===== src/rtl/fdlm_pkg.sv =====
// Shared types and constants of the fault debounce and latch manager.
`timescale 1ns / 1ps
package fdlm_pkg;

  localparam int unsigned NUM_LANES = 6;
  localparam int unsigned NUM_CFG   = 4;
  localparam int unsigned CFG_W     = 24;
  localparam int unsigned CFG_IDX_W = 8;
  localparam int unsigned DT_W      = 16;
  localparam int unsigned RAW_W     = 6;
  localparam int unsigned SOFT_W    = 5;
  localparam int unsigned DH_W      = 6;
  localparam int unsigned MASK_A_W  = 8;
  localparam int unsigned MASK_B_W  = 4;
  localparam int unsigned HARD_W    = MASK_A_W + MASK_B_W;
  localparam int unsigned CODE_W    = 4;

  typedef logic [1:0] reg_sel_t;

  localparam reg_sel_t REG_LEAK   = 2'd0;
  localparam reg_sel_t REG_DRIVER = 2'd1;
  localparam reg_sel_t REG_STALL  = 2'd2;
  localparam reg_sel_t REG_TEMP   = 2'd3;

  // confirm register used by each debounce lane
  localparam reg_sel_t LANE_REG [NUM_LANES] = '{
    REG_LEAK, REG_DRIVER, REG_DRIVER, REG_STALL, REG_STALL, REG_TEMP
  };

  // range sensor reports "valid"; the soft bit means "invalid"
  localparam logic [SOFT_W-1:0] SOFT_INVERT = 5'b00010;

  localparam logic [CODE_W-1:0] CODE_NONE = '0;

  typedef struct packed {
    logic                hard_fault_active;
    logic                soft_fault_active;
    logic [MASK_A_W-1:0] hard_mask_a;
    logic [MASK_B_W-1:0] hard_mask_b;
    logic [SOFT_W-1:0]   soft_mask;
    logic [CODE_W-1:0]   first_fault_code;
  } result_t;

endpackage


===== src/rtl/fdlm_ifs.sv =====
// Handshake channel interfaces: input word, result word and config write.
`timescale 1ns / 1ps
interface fdlm_in_if;
  logic                          valid;
  logic                          ready;
  logic [fdlm_pkg::DT_W-1:0]     elapsed_ticks;
  logic [fdlm_pkg::RAW_W-1:0]    debounce_raw;
  logic [fdlm_pkg::SOFT_W-1:0]   soft_conditions;
  logic [fdlm_pkg::DH_W-1:0]     direct_hard;

  modport source (output valid, elapsed_ticks, debounce_raw, soft_conditions, direct_hard,
                  input ready);
  modport sink (input valid, elapsed_ticks, debounce_raw, soft_conditions, direct_hard,
                output ready);
endinterface

interface fdlm_out_if;
  logic                          valid;
  logic                          ready;
  logic                          hard_fault_active;
  logic                          soft_fault_active;
  logic [fdlm_pkg::MASK_A_W-1:0] hard_mask_a;
  logic [fdlm_pkg::MASK_B_W-1:0] hard_mask_b;
  logic [fdlm_pkg::SOFT_W-1:0]   soft_mask;
  logic [fdlm_pkg::CODE_W-1:0]   first_fault_code;

  modport source (output valid, hard_fault_active, soft_fault_active, hard_mask_a,
                  hard_mask_b, soft_mask, first_fault_code, input ready);
  modport sink (input valid, hard_fault_active, soft_fault_active, hard_mask_a,
                hard_mask_b, soft_mask, first_fault_code, output ready);
endinterface

interface fdlm_cfg_if;
  logic                           valid;
  logic                           ready;
  logic [fdlm_pkg::CFG_IDX_W-1:0] index;
  logic [fdlm_pkg::CFG_W-1:0]     data;

  modport source (output valid, index, data, input ready);
  modport sink (input valid, index, data, output ready);
endinterface


===== src/rtl/fdlm_lane.sv =====
// One debounce lane: persistence timer with saturating add and confirm compare.
`timescale 1ns / 1ps
module fdlm_lane #(
  parameter int unsigned TIMER_WIDTH = 24
) (
  input  logic                        clk_i,
  input  logic                        rst_ni,
  input  logic                        upd_i,
  input  logic                        raw_i,
  input  logic [fdlm_pkg::CFG_W-1:0]  confirm_i,
  input  logic [fdlm_pkg::DT_W-1:0]   dt_i,
  output logic                        hit_o
);
  import fdlm_pkg::*;

  localparam int unsigned SUM_W = ((TIMER_WIDTH > DT_W) ? TIMER_WIDTH : DT_W) + 1;
  localparam int unsigned CMP_W = (TIMER_WIDTH > CFG_W) ? TIMER_WIDTH : CFG_W;

  logic [TIMER_WIDTH-1:0] timer_q, timer_d;
  logic [SUM_W-1:0]       sum;
  logic                   sat;
  logic [TIMER_WIDTH-1:0] t_new;
  logic                   instant;

  assign sum     = SUM_W'(timer_q) + SUM_W'(dt_i);
  assign sat     = |sum[SUM_W-1:TIMER_WIDTH];
  assign t_new   = sat ? '1 : sum[TIMER_WIDTH-1:0];
  assign instant = (confirm_i == '0);

  assign hit_o = raw_i & (instant | (CMP_W'(t_new) >= CMP_W'(confirm_i)));

  always_comb begin
    timer_d = timer_q;
    if (upd_i) begin
      if (!raw_i) begin
        timer_d = '0;
      end else if (!instant) begin
        timer_d = t_new;
      end
    end
  end

  always_ff @(posedge clk_i or negedge rst_ni) begin
    if (!rst_ni) begin
      timer_q <= '0;
    end else begin
      timer_q <= timer_d;
    end
  end

endmodule


===== src/rtl/fdlm_merge.sv =====
// Merge stage: maps lane hits and direct faults onto sticky masks, latch and first code.
`timescale 1ns / 1ps
module fdlm_merge (
  input  logic                            clk_i,
  input  logic                            rst_ni,
  input  logic                            upd_i,
  input  logic [fdlm_pkg::NUM_LANES-1:0]  hit_i,
  input  logic [fdlm_pkg::SOFT_W-1:0]     soft_i,
  input  logic [fdlm_pkg::DH_W-1:0]       dh_i,
  output fdlm_pkg::result_t               res_o
);
  import fdlm_pkg::*;

  logic                latched_q, latched_d;
  logic [MASK_A_W-1:0] mask_a_q, mask_a_d;
  logic [MASK_B_W-1:0] mask_b_q, mask_b_d;
  logic [SOFT_W-1:0]   soft_q, soft_d;
  logic [CODE_W-1:0]   code_q, code_d;

  logic [MASK_A_W-1:0] a;
  logic [MASK_B_W-1:0] b;
  logic [HARD_W-1:0]   all_hard;
  logic [CODE_W-1:0]   prio_code;

  assign a = {dh_i[3], hit_i[5], dh_i[2], dh_i[1], dh_i[0], hit_i[2], hit_i[1], hit_i[0]};
  assign b = {hit_i[4], hit_i[3], dh_i[5], dh_i[4]};
  assign all_hard = {b, a};

  always_comb begin
    prio_code = CODE_NONE;
    for (int k = HARD_W - 1; k >= 0; k--) begin
      if (all_hard[k]) begin
        prio_code = CODE_W'(k + 1);
      end
    end
  end

  always_comb begin
    latched_d = latched_q;
    mask_a_d  = mask_a_q;
    mask_b_d  = mask_b_q;
    soft_d    = soft_q;
    code_d    = code_q;
    if (upd_i) begin
      soft_d = soft_i ^ SOFT_INVERT;
      if (|all_hard) begin
        if (code_q == CODE_NONE && !latched_q) begin
          code_d = prio_code;
        end
        latched_d = 1'b1;
        mask_a_d  = mask_a_q | a;
        mask_b_d  = mask_b_q | b;
      end
    end
  end

  always_ff @(posedge clk_i or negedge rst_ni) begin
    if (!rst_ni) begin
      latched_q <= 1'b0;
      mask_a_q  <= '0;
      mask_b_q  <= '0;
      soft_q    <= '0;
      code_q    <= CODE_NONE;
    end else begin
      latched_q <= latched_d;
      mask_a_q  <= mask_a_d;
      mask_b_q  <= mask_b_d;
      soft_q    <= soft_d;
      code_q    <= code_d;
    end
  end

  assign res_o.hard_fault_active = latched_d;
  assign res_o.soft_fault_active = |soft_d;
  assign res_o.hard_mask_a       = mask_a_d;
  assign res_o.hard_mask_b       = mask_b_d;
  assign res_o.soft_mask         = soft_d;
  assign res_o.first_fault_code  = code_d;

  a_latch_holds: assert property (@(posedge clk_i) disable iff (!rst_ni)
    latched_q |=> latched_q)
    else $error("hard fault latch cleared");

  a_code_needs_latch: assert property (@(posedge clk_i) disable iff (!rst_ni)
    (code_q != CODE_NONE) |-> latched_q)
    else $error("first code set without latch");

  a_masks_sticky: assert property (@(posedge clk_i) disable iff (!rst_ni)
    1'b1 |=> (((mask_a_q & $past(mask_a_q)) == $past(mask_a_q)) &&
              ((mask_b_q & $past(mask_b_q)) == $past(mask_b_q))))
    else $error("sticky mask bit cleared");

  a_query_holds_soft: assert property (@(posedge clk_i) disable iff (!rst_ni)
    !upd_i |=> $stable(soft_q) && $stable(code_q))
    else $error("state changed without update");

endmodule


===== src/rtl/fault_debounce_latch_manager.sv =====
// Top level of the fault debounce and latch manager.
`timescale 1ns / 1ps
// One result word per input word. Six debounce lanes and the merge stage settle an
// input word in the cycle it is accepted, and its result sits in a two-word output
// buffer from the next cycle on; a new word is taken every cycle while the buffer
// has room. in_i.ready drops only while the buffer holds two unread results. A word with
// zero elapsed ticks changes no state and returns the current status. Config writes
// are taken on any cycle; indexes beyond the four confirm registers are ignored.
module fault_debounce_latch_manager #(
  parameter int unsigned TIMER_WIDTH = 24
) (
  input  logic      clk_i,
  input  logic      rst_ni,
  fdlm_in_if.sink   in_i,
  fdlm_cfg_if.sink  cfg_i,
  fdlm_out_if.source out_o
);
  import fdlm_pkg::*;

  logic [CFG_W-1:0]     confirm_q [NUM_CFG];
  logic                 in_acc;
  logic                 upd;
  logic [NUM_LANES-1:0] hit;
  result_t              res;

  result_t              buf0_q, buf0_d, buf1_q, buf1_d;
  logic [1:0]           cnt_q, cnt_d;
  logic                 pop;

  assign cfg_i.ready = 1'b1;

  always_ff @(posedge clk_i or negedge rst_ni) begin
    if (!rst_ni) begin
      for (int i = 0; i < NUM_CFG; i++) begin
        confirm_q[i] <= '0;
      end
    end else if (cfg_i.valid && (cfg_i.index < CFG_IDX_W'(NUM_CFG))) begin
      confirm_q[cfg_i.index[1:0]] <= cfg_i.data;
    end
  end

  assign in_i.ready = (cnt_q != 2'd2);
  assign in_acc     = in_i.valid & in_i.ready;
  assign upd        = in_acc & (in_i.elapsed_ticks != '0);

  for (genvar k = 0; k < NUM_LANES; k++) begin : g_lane
    fdlm_lane #(
      .TIMER_WIDTH (TIMER_WIDTH)
    ) u_lane (
      .clk_i     (clk_i),
      .rst_ni    (rst_ni),
      .upd_i     (upd),
      .raw_i     (in_i.debounce_raw[k]),
      .confirm_i (confirm_q[LANE_REG[k]]),
      .dt_i      (in_i.elapsed_ticks),
      .hit_o     (hit[k])
    );
  end

  fdlm_merge u_merge (
    .clk_i  (clk_i),
    .rst_ni (rst_ni),
    .upd_i  (upd),
    .hit_i  (hit),
    .soft_i (in_i.soft_conditions),
    .dh_i   (in_i.direct_hard),
    .res_o  (res)
  );

  // two-word output buffer, buf0 is the head
  assign pop = out_o.valid & out_o.ready;

  always_comb begin
    buf0_d = buf0_q;
    buf1_d = buf1_q;
    cnt_d  = cnt_q;
    if (in_acc && !pop) begin
      if (cnt_q == 2'd0) begin
        buf0_d = res;
      end else begin
        buf1_d = res;
      end
      cnt_d = cnt_q + 2'd1;
    end else if (pop && !in_acc) begin
      buf0_d = buf1_q;
      cnt_d  = cnt_q - 2'd1;
    end else if (pop && in_acc) begin
      if (cnt_q == 2'd1) begin
        buf0_d = res;
      end else begin
        buf0_d = buf1_q;
        buf1_d = res;
      end
    end
  end

  always_ff @(posedge clk_i or negedge rst_ni) begin
    if (!rst_ni) begin
      cnt_q <= 2'd0;
    end else begin
      cnt_q <= cnt_d;
    end
  end

  always_ff @(posedge clk_i) begin
    buf0_q <= buf0_d;
    buf1_q <= buf1_d;
  end

  assign out_o.valid             = (cnt_q != 2'd0);
  assign out_o.hard_fault_active = buf0_q.hard_fault_active;
  assign out_o.soft_fault_active = buf0_q.soft_fault_active;
  assign out_o.hard_mask_a       = buf0_q.hard_mask_a;
  assign out_o.hard_mask_b       = buf0_q.hard_mask_b;
  assign out_o.soft_mask         = buf0_q.soft_mask;
  assign out_o.first_fault_code  = buf0_q.first_fault_code;

  a_cnt_range: assert property (@(posedge clk_i) disable iff (!rst_ni)
    cnt_q != 2'd3)
    else $error("output buffer overfilled");

  a_cnt_track: assert property (@(posedge clk_i) disable iff (!rst_ni)
    (in_acc && !pop) |=> cnt_q == $past(cnt_q) + 2'd1)
    else $error("output buffer lost a word");

  a_full_stalls: assert property (@(posedge clk_i) disable iff (!rst_ni)
    (cnt_q == 2'd2 && !pop) |=> cnt_q == 2'd2)
    else $error("full output buffer drained without a read");

endmodule


===== src/flat_wrapper.sv =====
// flat-port wrapper written by rule: the top's interface ports become plain ports
module fault_debounce_latch_manager_flat import fdlm_pkg::*;
#(
  parameter int unsigned TIMER_WIDTH = 24
)
  (clk_i, rst_ni, in_i_valid, in_i_elapsed_ticks, in_i_debounce_raw, in_i_soft_conditions, in_i_direct_hard, in_i_ready, cfg_i_valid, cfg_i_index, cfg_i_data, cfg_i_ready, out_o_valid, out_o_hard_fault_active, out_o_soft_fault_active, out_o_hard_mask_a, out_o_hard_mask_b, out_o_soft_mask, out_o_first_fault_code, out_o_ready);
  fdlm_in_if in_i_i ();
  fdlm_cfg_if cfg_i_i ();
  fdlm_out_if out_o_i ();
  input  logic clk_i;
  input  logic rst_ni;
  input wire logic [$bits(in_i_i.valid)-1:0] in_i_valid;
  input wire logic [$bits(in_i_i.elapsed_ticks)-1:0] in_i_elapsed_ticks;
  input wire logic [$bits(in_i_i.debounce_raw)-1:0] in_i_debounce_raw;
  input wire logic [$bits(in_i_i.soft_conditions)-1:0] in_i_soft_conditions;
  input wire logic [$bits(in_i_i.direct_hard)-1:0] in_i_direct_hard;
  output wire logic [$bits(in_i_i.ready)-1:0] in_i_ready;
  input wire logic [$bits(cfg_i_i.valid)-1:0] cfg_i_valid;
  input wire logic [$bits(cfg_i_i.index)-1:0] cfg_i_index;
  input wire logic [$bits(cfg_i_i.data)-1:0] cfg_i_data;
  output wire logic [$bits(cfg_i_i.ready)-1:0] cfg_i_ready;
  output wire logic [$bits(out_o_i.valid)-1:0] out_o_valid;
  output wire logic [$bits(out_o_i.hard_fault_active)-1:0] out_o_hard_fault_active;
  output wire logic [$bits(out_o_i.soft_fault_active)-1:0] out_o_soft_fault_active;
  output wire logic [$bits(out_o_i.hard_mask_a)-1:0] out_o_hard_mask_a;
  output wire logic [$bits(out_o_i.hard_mask_b)-1:0] out_o_hard_mask_b;
  output wire logic [$bits(out_o_i.soft_mask)-1:0] out_o_soft_mask;
  output wire logic [$bits(out_o_i.first_fault_code)-1:0] out_o_first_fault_code;
  input wire logic [$bits(out_o_i.ready)-1:0] out_o_ready;
  assign in_i_i.valid = in_i_valid;
  assign in_i_i.elapsed_ticks = in_i_elapsed_ticks;
  assign in_i_i.debounce_raw = in_i_debounce_raw;
  assign in_i_i.soft_conditions = in_i_soft_conditions;
  assign in_i_i.direct_hard = in_i_direct_hard;
  assign in_i_ready = in_i_i.ready;
  assign cfg_i_i.valid = cfg_i_valid;
  assign cfg_i_i.index = cfg_i_index;
  assign cfg_i_i.data = cfg_i_data;
  assign cfg_i_ready = cfg_i_i.ready;
  assign out_o_valid = out_o_i.valid;
  assign out_o_hard_fault_active = out_o_i.hard_fault_active;
  assign out_o_soft_fault_active = out_o_i.soft_fault_active;
  assign out_o_hard_mask_a = out_o_i.hard_mask_a;
  assign out_o_hard_mask_b = out_o_i.hard_mask_b;
  assign out_o_soft_mask = out_o_i.soft_mask;
  assign out_o_first_fault_code = out_o_i.first_fault_code;
  assign out_o_i.ready = out_o_ready;
  fault_debounce_latch_manager #(.TIMER_WIDTH(TIMER_WIDTH)) u_core (.clk_i(clk_i), .rst_ni(rst_ni), .in_i(in_i_i), .cfg_i(cfg_i_i), .out_o(out_o_i));
endmodule

===== config.mk =====
export PLATFORM = sky130hd
export DESIGN_NAME = fault_debounce_latch_manager_flat
export DESIGN_NICKNAME = d
export VERILOG_FILES = /design/src/rtl/fdlm_pkg.sv /design/src/rtl/fdlm_ifs.sv /design/src/rtl/fdlm_lane.sv /design/src/rtl/fdlm_merge.sv /design/src/rtl/fault_debounce_latch_manager.sv /design/src/flat_wrapper.sv
export SDC_FILE = /design/constraint.sdc
export NUM_CORES = 1
export LEC_CHECK = 0
export ABC_AREA = 1
export CAP_MARGIN = 10
export CORE_MARGIN = 2
export CORE_UTILIZATION = 45
export CTS_CLUSTER_DIAMETER = 120
export DETAILED_ROUTE_END_ITERATION = 8
export DONT_BUFFER_PORTS = 1
export GPL_ROUTABILITY_DRIVEN = 0
export PLACE_DENSITY = 0.69
export REMOVE_ABC_BUFFERS = 1
export SLEW_MARGIN = 10
export SYNTH_ARGS = -nofsm -noshare
export SYNTH_HDL_FRONTEND = slang
export SYNTH_HIERARCHICAL = 1
export SYNTH_SLANG_ARGS = --single-unit
export TNS_END_PERCENT = 20

===== constraint.sdc =====
create_clock -name clk_i -period 10.2 [get_ports clk_i]
set_input_delay 2.04 -clock clk_i [delete_from_list [all_inputs] [get_ports clk_i]]
set_output_delay 2.04 -clock clk_i [all_outputs]
set_load 0.01 [all_outputs]

==> impl_metrics.csv <==
group,metric,value,unit
synth,syn_avg_cell_area,6.683,um^2
placement,dp_slack,4.111,ns
routing,vias,24890,
critical_path,critPathKind,"primary input to flop",
worst_hold_path,hp-class,"flop to flop",
sta,layout_setup_ws,4.669,ns
sta,slew_violations,0,
synth,syn_inst,4010,
sta,finalSetupViolations,0,
finish,final_nets,4311,
sta,grt_setup_unrepaired,"false",
routing,wl,79550,um
critical_path,worst_setup_path_start_kind,"primary input",
clock_tree,post_cts_resized,0,
sta,finalSetupTns,0,ns
critical_path,worst-path-max-fanout,21,
sta,fin_hold_ws,0.4671,ns
sta,timing.slew.headroom,24.98,%
power_and_ir_drop,ir_drop,0.0001380,V
placement,port_buffers,0,
routing,avgViaCountPerCell,5.190,
synth,synth_seq_cells,310,
worst_hold_path,hp-start,"u_core/confirm_q[18]$_DFFE_PN0P_",
sta,worst_pin_slew,1.125,ns
routing,postRouteAntennaNets,0,
routing,drt_iter0_drc,2177,
routing,drc,0,
run_status,outcome,"finished, final reports clean",
sta,final_hold_viol_count,0,
synth,ys_warn_count,6,
clock_tree,post-cts-setup-buffer-count,0,
finish,seq_area,0.007988,mm^2
flow_run,maxCapViolations,0,
finish,drive_gt1_share,7.836,%
sta,skew,0.03472,ns
sta,fmax,180.8,MHz
finish,final_cell_mix,"1556 x nand2_1, 613 x inv_1, 269 x nand3_1",
finish,multi_input_area,0.01585,mm^2
clock_tree,htreeDepth,2,
routing,wire_per_inst,16.59,um
die,fp.dieArea,0.06152,mm^2
clock_tree,cts_buffers,40,
grt,grt_pass1_vias,23440,
critical_path,arrival,5.95,ns
die,io_pins,96,
die,rows,89,
synth,syn-cell-area,0.02680,mm^2
power_and_ir_drop,design_power_total,6.784,mW
sta,period_minus_slack,5.531,ns
grt,grt_max_degree,265,
grt,antenna_found_initial,2,
critical_path,cp-end-kind,"flop",
die,dieHeight,248.0,um
clock_tree,path_clk_slew,0.06,ns
sta,min_period_over_period,54.23,%
placement,dp_hpwl,59860,um
clock_tree,cts_hold_buf,0,
clock_tree,cts_tree,"built",
clock_tree,cts.path.max_buffers,3,
die,start_util,45.49,%
die,coreArea,0.05891,mm^2
grt,grt_pass1_wl,126400,um
power_and_ir_drop,p_leak,16.15,nW
critical_path,critPathRequiredTime,10.62,ns
critical_path,startpoint,"in_i_elapsed_ticks[0]",
power_and_ir_drop,power.density,235.9,mW/mm^2
finish,area_delta_synth_final,7.330,%
finish,layout_commonest_cell,"nand2_1",
clock_tree,cts_root_buffer,"clkbuf_16",
clock_tree,cts_sinks,310,
synth,synth_edf_count,46,
synth,synthArstFlopShare,85.16,%
synth,synth_ff_type,"dfrtp_1",
critical_path,r2r-start,"u_core/g_lane[5].u_lane/timer_q[0]$_DFFE_PN0P_",
grt,overflow,0,
die,die_x,248.0,um
synth,ys_seq_area_share,29.81,%
grt,grt_util_all_layers,26.13,%
synth,yosysUniqueCellTypes,45,
finish,fill_cells,5973,
clock_tree,clock_latency,0.58,ns
routing,dr.pass1.iters,6,
report_power, final:
group          leakage, nW  switching, mW  total [mW]  internal [mW]
sequential            3.89          0.197        1.73           1.54
combinational         11.6           2.26        3.50           1.24
clock                0.704          0.611        1.55          0.935
flip-flops by register name, summed over array words and instances (netlist names):
| signal | cells |
|---|---|
| u_core/out_o.soft_mask | 5 |
| u_core/out_o.first_fault_code | 4 |
| u_core/g_lane.u_lane/timer_q | 144 |
| u_core/u_merge/mask_b_q | 4 |
| u_core/u_merge/latched_q | 1 |
| u_core/out_o.hard_mask_b | 4 |
| u_core/u_merge/code_q | 4 |
| u_core/buf1_q | 23 |
| u_core/confirm_q | 96 |
| u_core/u_merge/mask_a_q | 8 |
| u_core/u_merge/soft_q | 5 |
| u_core/cnt_q | 2 |
| u_core/out_o.hard_mask_a | 8 |
| u_core/out_o.hard_fault_active | 1 |
| u_core/out_o.soft_fault_active | 1 |
through the flow:
stage               instances  util, %  instance area (um^2)
detailed placement       4719    46.34                 27300
finish                   4796    48.82                 28760
global route             4793    48.81                 28750
global placement         4719    46.34                 27300
CTS                      4793    48.81                 28750
floorplan                3942        -                 26280
Yosys cell counts, types with 43 or more instances:
| library cell | count | area share [%] |
|---|---|---|
| nand2_1 | 1556 | 22 |
| inv_1 | 613 | 8.6 |
| nand3_1 | 269 | 5.0 |
| dfrtp_1 | 264 | 25 |
| nor2_1 | 258 | 3.6 |
| ha_1 | 247 | 12 |
| a21oi_1 | 128 | 2.4 |
| nand4_1 | 73 | 1.7 |
| nand3_2 | 69 | 2.6 |
| o21ai_0 | 54 | 1.0 |
| nand2_2 | 49 | 1.1 |
| edfxtp_1 | 46 | 5.2 |
| xor2_1 | 43 | 1.4 |
cell type report:
class                           instances  area share, %
Multi-Input combinational cell       2977          55.12
Sequential cell                       310          27.77
Inverter                              655          8.557
Clock buffer                           50          4.002
Tap cell                              773          3.363
Clock inverter                         24          1.057
Timing Repair Buffer                    4         0.1044
Antenna cell                            3        0.02610
worst paths after layout:
kind                            cells past startpoint                                              to  slack [ns]
worst max-delay path                               28      u_core/out_o.first_fault_code[2]$_DFFE_PP_        4.67
worst min-delay path                                2                u_core/confirm_q[18]$_DFFE_PN0P_        0.47
worst max register to register                     28      u_core/out_o.first_fault_code[2]$_DFFE_PP_        5.74
worst min register to register                      2                u_core/confirm_q[18]$_DFFE_PN0P_        0.47
max in group asynchronous                           0              u_core/u_merge/code_q[1]$_DFF_PN0_        8.46
min in group asynchronous                           0  u_core/g_lane[3].u_lane/timer_q[5]$_DFFE_PN0P_        1.16
metal layers:
metal | global-route usage [%] | vias to the layer above | share of wire (%)
li1 | - | 12540 | -
met1 | 35.81 | 11350 | 45
met2 | 40.58 | 865 | 43
met3 | 5.753 | 142 | 9.0
met4 | 9.158 | 0 | 3.4
met5 | 0 | - | 0
cells by family after synthesis:
logic type / after synthesis / synth area share, %
buffers and inverters: 723 / 11.10
AOI/OAI and AO/OA: 282 / 6.042
DFF: 310 / 29.81
and+or+nand+nor: 2397 / 39.62
other: 1 / 0.01399
adders and majority gates: 253 / 11.98
xor gates and xnor gates: 44 / 1.438
critical path: stages:
cell and delay, ns:
ha_1 0.24, fa_1 0.42, nand2_1 0.10, nand2_1 0.09, nand3_1 0.12, nand2_2 0.09
nand2_2 0.09, nand2_4 0.07, nand2_4 0.29, nand3_2 0.17, ha_1 0.33, nand2_1 0.09
nor3_1 0.25, nand3_1 0.13, nor2_1 0.10, nand2_1 0.06, nand4_1 0.08, nand2_1 0.05
inv_1 0.14, inv_1 0.12, nand3_2 0.10, or2_4 0.13, o21ai_2 0.06, nor2_2 0.19
inv_2 0.06, o21bai_2 0.15, inv_1 0.05, o21ai_1 0.13
Note: power is estimated with default switching activity, not from simulation.
